<file path="config.mk">
export PLATFORM = sky130hd
export DESIGN_NAME = sprite_table_dma_and_access_gate
export DESIGN_NICKNAME = d
export VERILOG_FILES = /design/src/rtl/stdma_pkg.sv /design/src/rtl/stdma_gate.sv /design/src/rtl/stdma_skid.sv /design/src/rtl/sprite_table_dma_and_access_gate.sv
export SDC_FILE = /design/constraint.sdc
export NUM_CORES = 1
export LEC_CHECK = 0
export BUFFER_PORTS_ARGS = -buffer_cell sky130_fd_sc_hd__buf_2
export CAP_MARGIN = 10
export CELL_PAD_IN_SITES_DETAIL_PLACEMENT = 0
export CELL_PAD_IN_SITES_GLOBAL_PLACEMENT = 1
export CORE_MARGIN = 1.5
export CORE_UTILIZATION = 40
export CTS_BUF_LIST = sky130_fd_sc_hd__clkbuf_4 sky130_fd_sc_hd__clkbuf_8 sky130_fd_sc_hd__clkbuf_16
export CTS_CLUSTER_DIAMETER = 30
export DETAILED_ROUTE_END_ITERATION = 10
export PLACE_DENSITY_LB_ADDON = 0.12
export SETUP_SLACK_MARGIN = 0.4
export SYNTH_ARGS = -nofsm -noshare
export SYNTH_HDL_FRONTEND = slang
export SYNTH_SLANG_ARGS = --single-unit
export TNS_END_PERCENT = 10
</file>
<file path="constraint.sdc">
create_clock -name clk -period 4.8 [get_ports clk]
set_input_delay 0.96 -clock clk [delete_from_list [all_inputs] [get_ports clk]]
set_output_delay 0.96 -clock clk [all_outputs]
set_load 0.005 [all_outputs]
</file>
<file path="src/rtl/stdma_pkg.sv">
// Types, codes and address decode helpers of the sprite-table DMA block.
package stdma_pkg;

    // Command codes.
    localparam logic [1:0] CMD_TICK  = 2'd0;
    localparam logic [1:0] CMD_PAGE  = 2'd1;
    localparam logic [1:0] CMD_CHECK = 2'd2;

    // Requester codes.
    localparam logic [1:0] REQ_CPU = 2'd0;
    localparam logic [1:0] REQ_DMA = 2'd2;

    // Video mode codes.
    localparam logic [1:0] MODE_SCAN = 2'd2;
    localparam logic [1:0] MODE_DRAW = 2'd3;

    // Region codes.
    localparam logic [1:0] REGION_ROM      = 2'd0;
    localparam logic [1:0] REGION_CART_RAM = 2'd1;
    localparam logic [1:0] REGION_ECHO     = 2'd2;
    localparam logic [1:0] REGION_INTERNAL = 2'd3;

    // Engine constants.
    localparam logic [1:0]  START_DELAY     = 2'd2;
    localparam logic [7:0]  PAGE_RESET      = 8'hFF;
    localparam logic [7:0]  PAGE_ECHO_MIN   = 8'hFE;
    localparam logic [7:0]  PAGE_ECHO_SHIFT = 8'h20;
    localparam logic [7:0]  END_LOW_BYTE    = 8'hA0;
    localparam logic [7:0]  TABLE_PAGE      = 8'hFE;
    localparam logic [15:0] ECHO_OFFSET     = 16'h2000;

    // Engine state seen by the access gate.
    typedef struct packed {
        logic active;
        logic vram_blocked;
        logic outer_blocked;
    } dma_state_t;

    // Access check answer.
    typedef struct packed {
        logic        blocked;
        logic [1:0]  region;
        logic [15:0] mapped;
    } access_t;

    // One result word.
    typedef struct packed {
        logic        dma_busy;
        logic        copy_valid;
        logic [15:0] copy_source;
        logic [15:0] copy_target;
        logic        access_blocked;
        logic [1:0]  region;
        logic [15:0] mapped_address;
        logic [7:0]  page_register;
    } result_t;

    // Video RAM, 0x8000 to 0x9FFF.
    function automatic logic in_vram(input logic [15:0] a);
        return a[15:13] == 3'b100;
    endfunction

    // Sprite table, 0xFE00 to 0xFE9F.
    function automatic logic in_table(input logic [15:0] a);
        return (a[15:8] == TABLE_PAGE) && (a[7:0] < END_LOW_BYTE);
    endfunction

    // External bus, 0x0000 to 0x7FFF and 0xA000 to 0xFDFF.
    function automatic logic in_outer(input logic [15:0] a);
        return (a[15] == 1'b0) || (a[15:13] == 3'b101) || (a[15:13] == 3'b110)
            || ((a[15:13] == 3'b111) && (a[15:9] != 7'h7F));
    endfunction

endpackage

</file>
<file path="src/rtl/stdma_gate.sv">
// Bus access gate: region decode, echo mapping and blocking decision.
module stdma_gate
    import stdma_pkg::*;
(
    input  logic [15:0] address,
    input  logic [1:0]  requester,
    input  logic [1:0]  ppu_mode,
    input  dma_state_t  dma_state,
    output access_t     access
);

    logic       oam_hit;
    logic       vram_hit;
    logic       dma_block;
    logic       cpu_block;
    logic [1:0] region_sel;

    // Region decode.
    always_comb
    begin
        if (address[15] == 1'b0)
            region_sel = REGION_ROM;
        else if (address[15:13] == 3'b101)
            region_sel = REGION_CART_RAM;
        else if ((address[15:13] == 3'b111) && (address[15:9] != 7'h7F))
            region_sel = REGION_ECHO;
        else
            region_sel = REGION_INTERNAL;
    end

    // Blocking by a running transfer, then by the video mode.
    assign oam_hit  = in_table(address);
    assign vram_hit = in_vram(address);
    assign dma_block = dma_state.active && (requester != REQ_DMA)
        && (oam_hit || (dma_state.vram_blocked && vram_hit)
            || (dma_state.outer_blocked && in_outer(address)));
    assign cpu_block = (region_sel == REGION_INTERNAL) && (requester == REQ_CPU)
        && ((oam_hit && ((ppu_mode == MODE_SCAN) || (ppu_mode == MODE_DRAW)))
            || (vram_hit && (ppu_mode == MODE_DRAW)));

    // Echo accesses fold down onto work RAM.
    assign access = '{blocked: dma_block || cpu_block,
                      region:  region_sel,
                      mapped:  (region_sel == REGION_ECHO) ? (address - ECHO_OFFSET)
                                                          : address};

endmodule

</file>
<file path="src/rtl/stdma_skid.sv">
// Result register with a skid stage so input can be taken while output stalls.
module stdma_skid
    import stdma_pkg::*;
(
    input  logic    clk,
    input  logic    rst_n,
    input  logic    push,
    input  result_t push_data,
    output logic    full,
    output logic    out_valid,
    input  logic    out_stall,
    output result_t out_data
);

    logic    main_valid_reg;
    logic    skid_valid_reg;
    result_t main_reg;
    result_t skid_reg;
    logic    take;

    assign take      = main_valid_reg && !out_stall;
    assign full      = skid_valid_reg;
    assign out_valid = main_valid_reg;
    assign out_data  = main_reg;

    // Valid flags.
    always_ff @(posedge clk or negedge rst_n)
    begin
        if (!rst_n)
        begin
            main_valid_reg <= 1'b0;
            skid_valid_reg <= 1'b0;
        end
        else if (skid_valid_reg)
        begin
            if (take)
                skid_valid_reg <= 1'b0;
        end
        else if (push)
        begin
            if (main_valid_reg && !take)
                skid_valid_reg <= 1'b1;
            main_valid_reg <= 1'b1;
        end
        else if (take)
        begin
            main_valid_reg <= 1'b0;
        end
    end

    // Result words.
    always_ff @(posedge clk)
    begin
        if (skid_valid_reg)
        begin
            if (take)
                main_reg <= skid_reg;
        end
        else if (push)
        begin
            if (main_valid_reg && !take)
                skid_reg <= push_data;
            else
                main_reg <= push_data;
        end
    end

endmodule

</file>
<file path="src/rtl/sprite_table_dma_and_access_gate.sv">
// Each accepted word's result is registered in the result stage.
// Throughput: one word per cycle while in_stall is low; the engine state updates in one pass per word.
// A two-entry result stage takes new words while the output stalls, until both entries are full.
// Reset is asynchronous: page register 0xFF, delay, transfer, source and
// block marks cleared, no result pending.
module sprite_table_dma_and_access_gate
    import stdma_pkg::*;
(
    input  logic        clk,
    input  logic        rst_n,
    input  logic        in_valid,
    output logic        in_stall,
    input  logic [1:0]  command,
    input  logic [7:0]  data_value,
    input  logic [15:0] address,
    input  logic [1:0]  requester,
    input  logic [1:0]  ppu_mode,
    output logic        out_valid,
    input  logic        out_stall,
    output logic        dma_busy,
    output logic        copy_valid,
    output logic [15:0] copy_source,
    output logic [15:0] copy_target,
    output logic        access_blocked,
    output logic [1:0]  region,
    output logic [15:0] mapped_address,
    output logic [7:0]  page_register
);

    logic [7:0]  page_reg, page_next;
    logic [1:0]  delay_reg, delay_next;
    logic        active_reg, active_next;
    logic [15:0] source_reg, source_next;
    logic        vram_blk_reg, vram_blk_next;
    logic        outer_blk_reg, outer_blk_next;

    logic        accept;
    logic        full;
    logic        start;
    logic [7:0]  start_page;
    logic [15:0] src_a;
    logic [15:0] src_b;
    logic [15:0] src_c;
    logic        active_a;
    dma_state_t  dma_state;
    access_t     access;
    result_t     result;
    result_t     out_data;

    assign in_stall = full;
    assign accept   = in_valid && !full;

    // Access check against the state before this word.
    assign dma_state = '{active: active_reg, vram_blocked: vram_blk_reg,
                         outer_blocked: outer_blk_reg};

    stdma_gate u_gate (
        .address   (address),
        .requester (requester),
        .ppu_mode  (ppu_mode),
        .dma_state (dma_state),
        .access    (access)
    );

    // Start address of a transfer; the two top pages fold onto work RAM.
    assign start      = (delay_reg == 2'd1);
    assign start_page = (page_reg >= PAGE_ECHO_MIN) ? (page_reg - PAGE_ECHO_SHIFT) : page_reg;
    assign src_a      = start ? {start_page, 8'h00} : source_reg;
    assign active_a   = start || active_reg;
    assign src_b      = (src_a[7:0] == END_LOW_BYTE) ? 16'h0000 : src_a;
    assign src_c      = src_b + 16'd1;

    // Next engine state and result word.
    always_comb
    begin
        page_next      = page_reg;
        delay_next     = delay_reg;
        active_next    = active_reg;
        source_next    = source_reg;
        vram_blk_next  = vram_blk_reg;
        outer_blk_next = outer_blk_reg;
        result         = '0;
        unique case (command)
            CMD_TICK:
            begin
                if (delay_reg != 2'd0)
                    delay_next = delay_reg - 2'd1;
                active_next = active_a;
                source_next = src_a;
                if (src_a[7:0] == END_LOW_BYTE)
                begin
                    active_next    = 1'b0;
                    source_next    = 16'h0000;
                    vram_blk_next  = 1'b0;
                    outer_blk_next = 1'b0;
                end
                if (active_next)
                begin
                    result.copy_valid  = 1'b1;
                    result.copy_source = src_b;
                    result.copy_target = {TABLE_PAGE, src_b[7:0]};
                    source_next        = src_c;
                    vram_blk_next      = in_vram(src_c);
                    outer_blk_next     = in_outer(src_c);
                end
            end
            CMD_PAGE:
            begin
                page_next  = data_value;
                delay_next = START_DELAY;
            end
            CMD_CHECK:
            begin
                result.access_blocked = access.blocked;
                result.region         = access.region;
                result.mapped_address = access.mapped;
            end
            default:
            begin
            end
        endcase
        result.dma_busy      = active_next;
        result.page_register = page_next;
    end

    // Engine state registers.
    always_ff @(posedge clk or negedge rst_n)
    begin
        if (!rst_n)
        begin
            page_reg      <= PAGE_RESET;
            delay_reg     <= 2'd0;
            active_reg    <= 1'b0;
            source_reg    <= 16'h0000;
            vram_blk_reg  <= 1'b0;
            outer_blk_reg <= 1'b0;
        end
        else if (accept)
        begin
            page_reg      <= page_next;
            delay_reg     <= delay_next;
            active_reg    <= active_next;
            source_reg    <= source_next;
            vram_blk_reg  <= vram_blk_next;
            outer_blk_reg <= outer_blk_next;
        end
    end

    // Result stage.
    stdma_skid u_skid (
        .clk       (clk),
        .rst_n     (rst_n),
        .push      (accept),
        .push_data (result),
        .full      (full),
        .out_valid (out_valid),
        .out_stall (out_stall),
        .out_data  (out_data)
    );

    assign dma_busy       = out_data.dma_busy;
    assign copy_valid     = out_data.copy_valid;
    assign copy_source    = out_data.copy_source;
    assign copy_target    = out_data.copy_target;
    assign access_blocked = out_data.access_blocked;
    assign region         = out_data.region;
    assign mapped_address = out_data.mapped_address;
    assign page_register  = out_data.page_register;

endmodule

</file>
==> metrics.cfg <==
[timing]
setup_tns_ns=0
hold_viol=0
max-slew-margin-rel_pct=43.1
rsz0062_at_grt=no
fmax_mhz=305
worst_pin_slew_ns=0.852
finalCriticalPeriod_ns=3.27
setup_viol=0
drv_slew=0
fin_crit_sh_pct=68.2
fin_ws_ns=1.53
skew_ns=0.0121

[clock_tree]
insertion_delay_ns=0.42
clock_path_buffers=2
cts_sinks=121
post_cts_resized=0
cts_setup_buffers=0
clk_pin_slew_worst_paths_ns=0.06
root_buffer=clkbuf_16
postCtsHoldBufs=0
cts_tree=yes
cts_buffers=17
cts_max_level=4

[drt]
vias=3909
drc=0
dr.pass1.iters=4
routed_wl_mm=13.0
drt-initial-drc-count=288
final_antenna_net_count=0
via_per_inst=5.23
wire_per_inst_um=17.3

[final_layout]
seqCellArea_um2=3490
diodes=0
finalCoreUtilization_pct=50.1
area_growth_pct=20.9
nets=600
n_fill_cell=1261
finish.instance_area_um2=7030
multi_input_area_um2=2070
drive_gt1_share_pct=34.9
layout.cells.non_filler=748

[setup_path]
r2r-end=u_skid.out_data[50]$_DFFE_PP_
cp.required_ns=4.97
r2r_setup_slack_ns=1.53
endpoint_kind=flip-flop
crit_slowest_cell=and4b_1
crit_path_max_incr_delay_ns=0.54
timing.rr.start=delay_reg[1]$_DFFE_PN0P_
r2r_cells=11
path_class=flip-flop to flip-flop
startpoint=delay_reg[1]$_DFFE_PN0P_
startpoint_type=flip-flop
endpoint=u_skid.out_data[50]$_DFFE_PP_
cp_max_fo=13
cp.arrival_ns=3.44
cp_cell_sequence=inv_1, ha_1, nand2b_1, ha_1, nor4b_1, and4b_1, nor2_1, nand2_1, nor2_1, and2_1, mux2_2

[floorplanning]
die_y_um=124
fp.coreArea_um2=14000
die_area_um2=15300
rows=43
io_pins=97
initial_core_util_pct=41.4
die_w_um=124

[placement]
placement.io_buffers=95
gp_congestion=0.848
place_area_um2=6380
place_ws_ns=1.55
place_hpwl_mm=8.97
dp_cells=716

[global_route]
grt_pass1_wl_mm=19.9
grt-ovfl-total=0
antenna_found_initial=0
grtUsageTotal_pct=17.8
grt_max_degree=63
grt_pass1_vias=3756

[power]
p_int_mw=3.05
power_switching_share_pct=31.5
ir_drop_mv=0.226
seq_power_share_pct=39.9
p_clk_share_pct=31.5
power.leakage_nw=2.86
cellPowerDensity_nw_per_um2=633
comb_power_share_pct=28.6
switchingPower_mw=1.40

[logic_synthesis]
syn_nets=516
ys_ff_latch=121
synth_edf_count=90
synth_cell_type_count=57
synth_area_per_cell_um2=12.3
yosysSeqAreaShare_pct=60.0
syn_area_um2=5820
synthArstFlopShare_pct=25.6
yosysTopAreaCellShare_pct=46.5
synth_top_area_cell=edfxtp_1
yosysWarningCount=0
synth-main-ff-cell=edfxtp_1
synth_area_leaders=edfxtp_1 (46%), dfrtp_1 (9.9%), mux2_2 (8.5%)
synth_cells=471

[min_path]
worstHoldPathType=flip-flop to flip-flop

[run]
cap_violations=0

[run_status]
status=complete, no violations

==> logic make-up after synthesis <==
kind of cell	synth area share, %
xor+xnor	1.48
simple gates	13.3
flops	60.0
other cells	0.0645
mux	9.62
compound gates	8.37
buf+inv	4.80
fa+ha+maj	2.37
==> worst min-delay path by stage <==
stage | startpoint | to | slack [ns] | cells after the start
detailed placement | source_reg[13]$_DFFE_PN0P_ | source_reg[13]$_DFFE_PN0P_ | 0.47 | 2
global route | source_reg[13]$_DFFE_PN0P_ | source_reg[13]$_DFFE_PN0P_ | 0.52 | 2
global placement | source_reg[10]$_DFFE_PN0P_ | source_reg[10]$_DFFE_PN0P_ | 0.47 | 2
finish | source_reg[13]$_DFFE_PN0P_ | source_reg[13]$_DFFE_PN0P_ | 0.48 | 2
floorplan | source_reg[10]$_DFFE_PN0P_ | source_reg[10]$_DFFE_PN0P_ | 0.44 | 2
CTS | source_reg[13]$_DFFE_PN0P_ | source_reg[13]$_DFFE_PN0P_ | 0.48 | 2
==> power groups by stage <==
stage	registers [mW]	logic, mW	clock network [mW]
CTS	1.78	1.30	1.43
finish	1.77	1.27	1.40
global route	1.81	1.43	1.47
detailed placement	1.79	1.29	0
floorplan	1.76	0.883	0
global placement	1.78	1.29	0
==> worst max-delay path: cells and delay by family, from the launching register on <==
kind	cells	cell delay, ns
fa+ha+maj	2	0.41
buf+inv	1	0.11
flops	1	0.37
mux	1	0.25
simple gates	7	1.88
==> per-stage QoR <==
step / hold WS (ns) / power (mW)
after global placement: 0.465 / 3.07
after global routing: 0.523 / 4.71
after detailed placement: 0.470 / 3.09
after floorplan: 0.442 / 2.64
after CTS: 0.484 / 4.50
final: 0.482 / 4.45
==> routing by layer <==
layer / track usage, % / vias to the layer above / part of all wire [%]
met5: 0 / - / 0
met4: 7.54 / 0 / 1.6
met3: 4.30 / 16 / 6.1
met2: 27.3 / 118 / 47
met1: 24.1 / 1897 / 46
li1: - / 1878 / -
==> synth_stat cells, types with 2 or more instances <==
master    count
edfxtp_1     90
mux2_2       44
nand2_1      42
nor2_1       33
o21ai_0      26
dfrtp_1      23
and2_1       20
clkbuf_1     18
a21oi_1      16
buf_4        16
inv_1        16
o31ai_1      13
ha_1         11
nor3_1       10
dfstp_2       8
nand4_1       8
nand2b_1      6
nor2b_1       6
xor2_1        6
mux2i_1       5
nand3_1       5
nor4_1        3
o21ai_1       3
a21boi_0      2
a22o_1        2
a32o_1        2
a32oi_1       2
buf_6         2
nor4b_1       2
o22ai_1       2
or4_1         2
xnor2_1       2
==> final cells by class <==
type,count,share of cell area [%]
sequential,121,49.6
multi-input combinational,296,29.4
timing repair buffer,103,7.62
clock buffer,18,6.16
tap,180,3.20
clock inverter,14,3.13
inverter,16,0.854
==> layout by cell type, fill, tap and decap left out, drive strengths merged, types with 3 or more instances in the layout <==
cell      instances
a21oi            16
and2             20
buf             103
bufinv            5
clkbuf           18
clkinv            4
clkinvlp          3
dfrtp            23
dfstp             8
edfxtp           90
ha               11
inv              18
mux2             44
mux2i             6
nand2            42
nand2b            6
nand3             5
nand4             8
nand4b            3
nor2             33
nor2b             6
nor3             10
nor4              3
o21ai            29
o31ai            13
or4               3
xnor2             3
xor2              6
(Power assumes the default switching activity.)
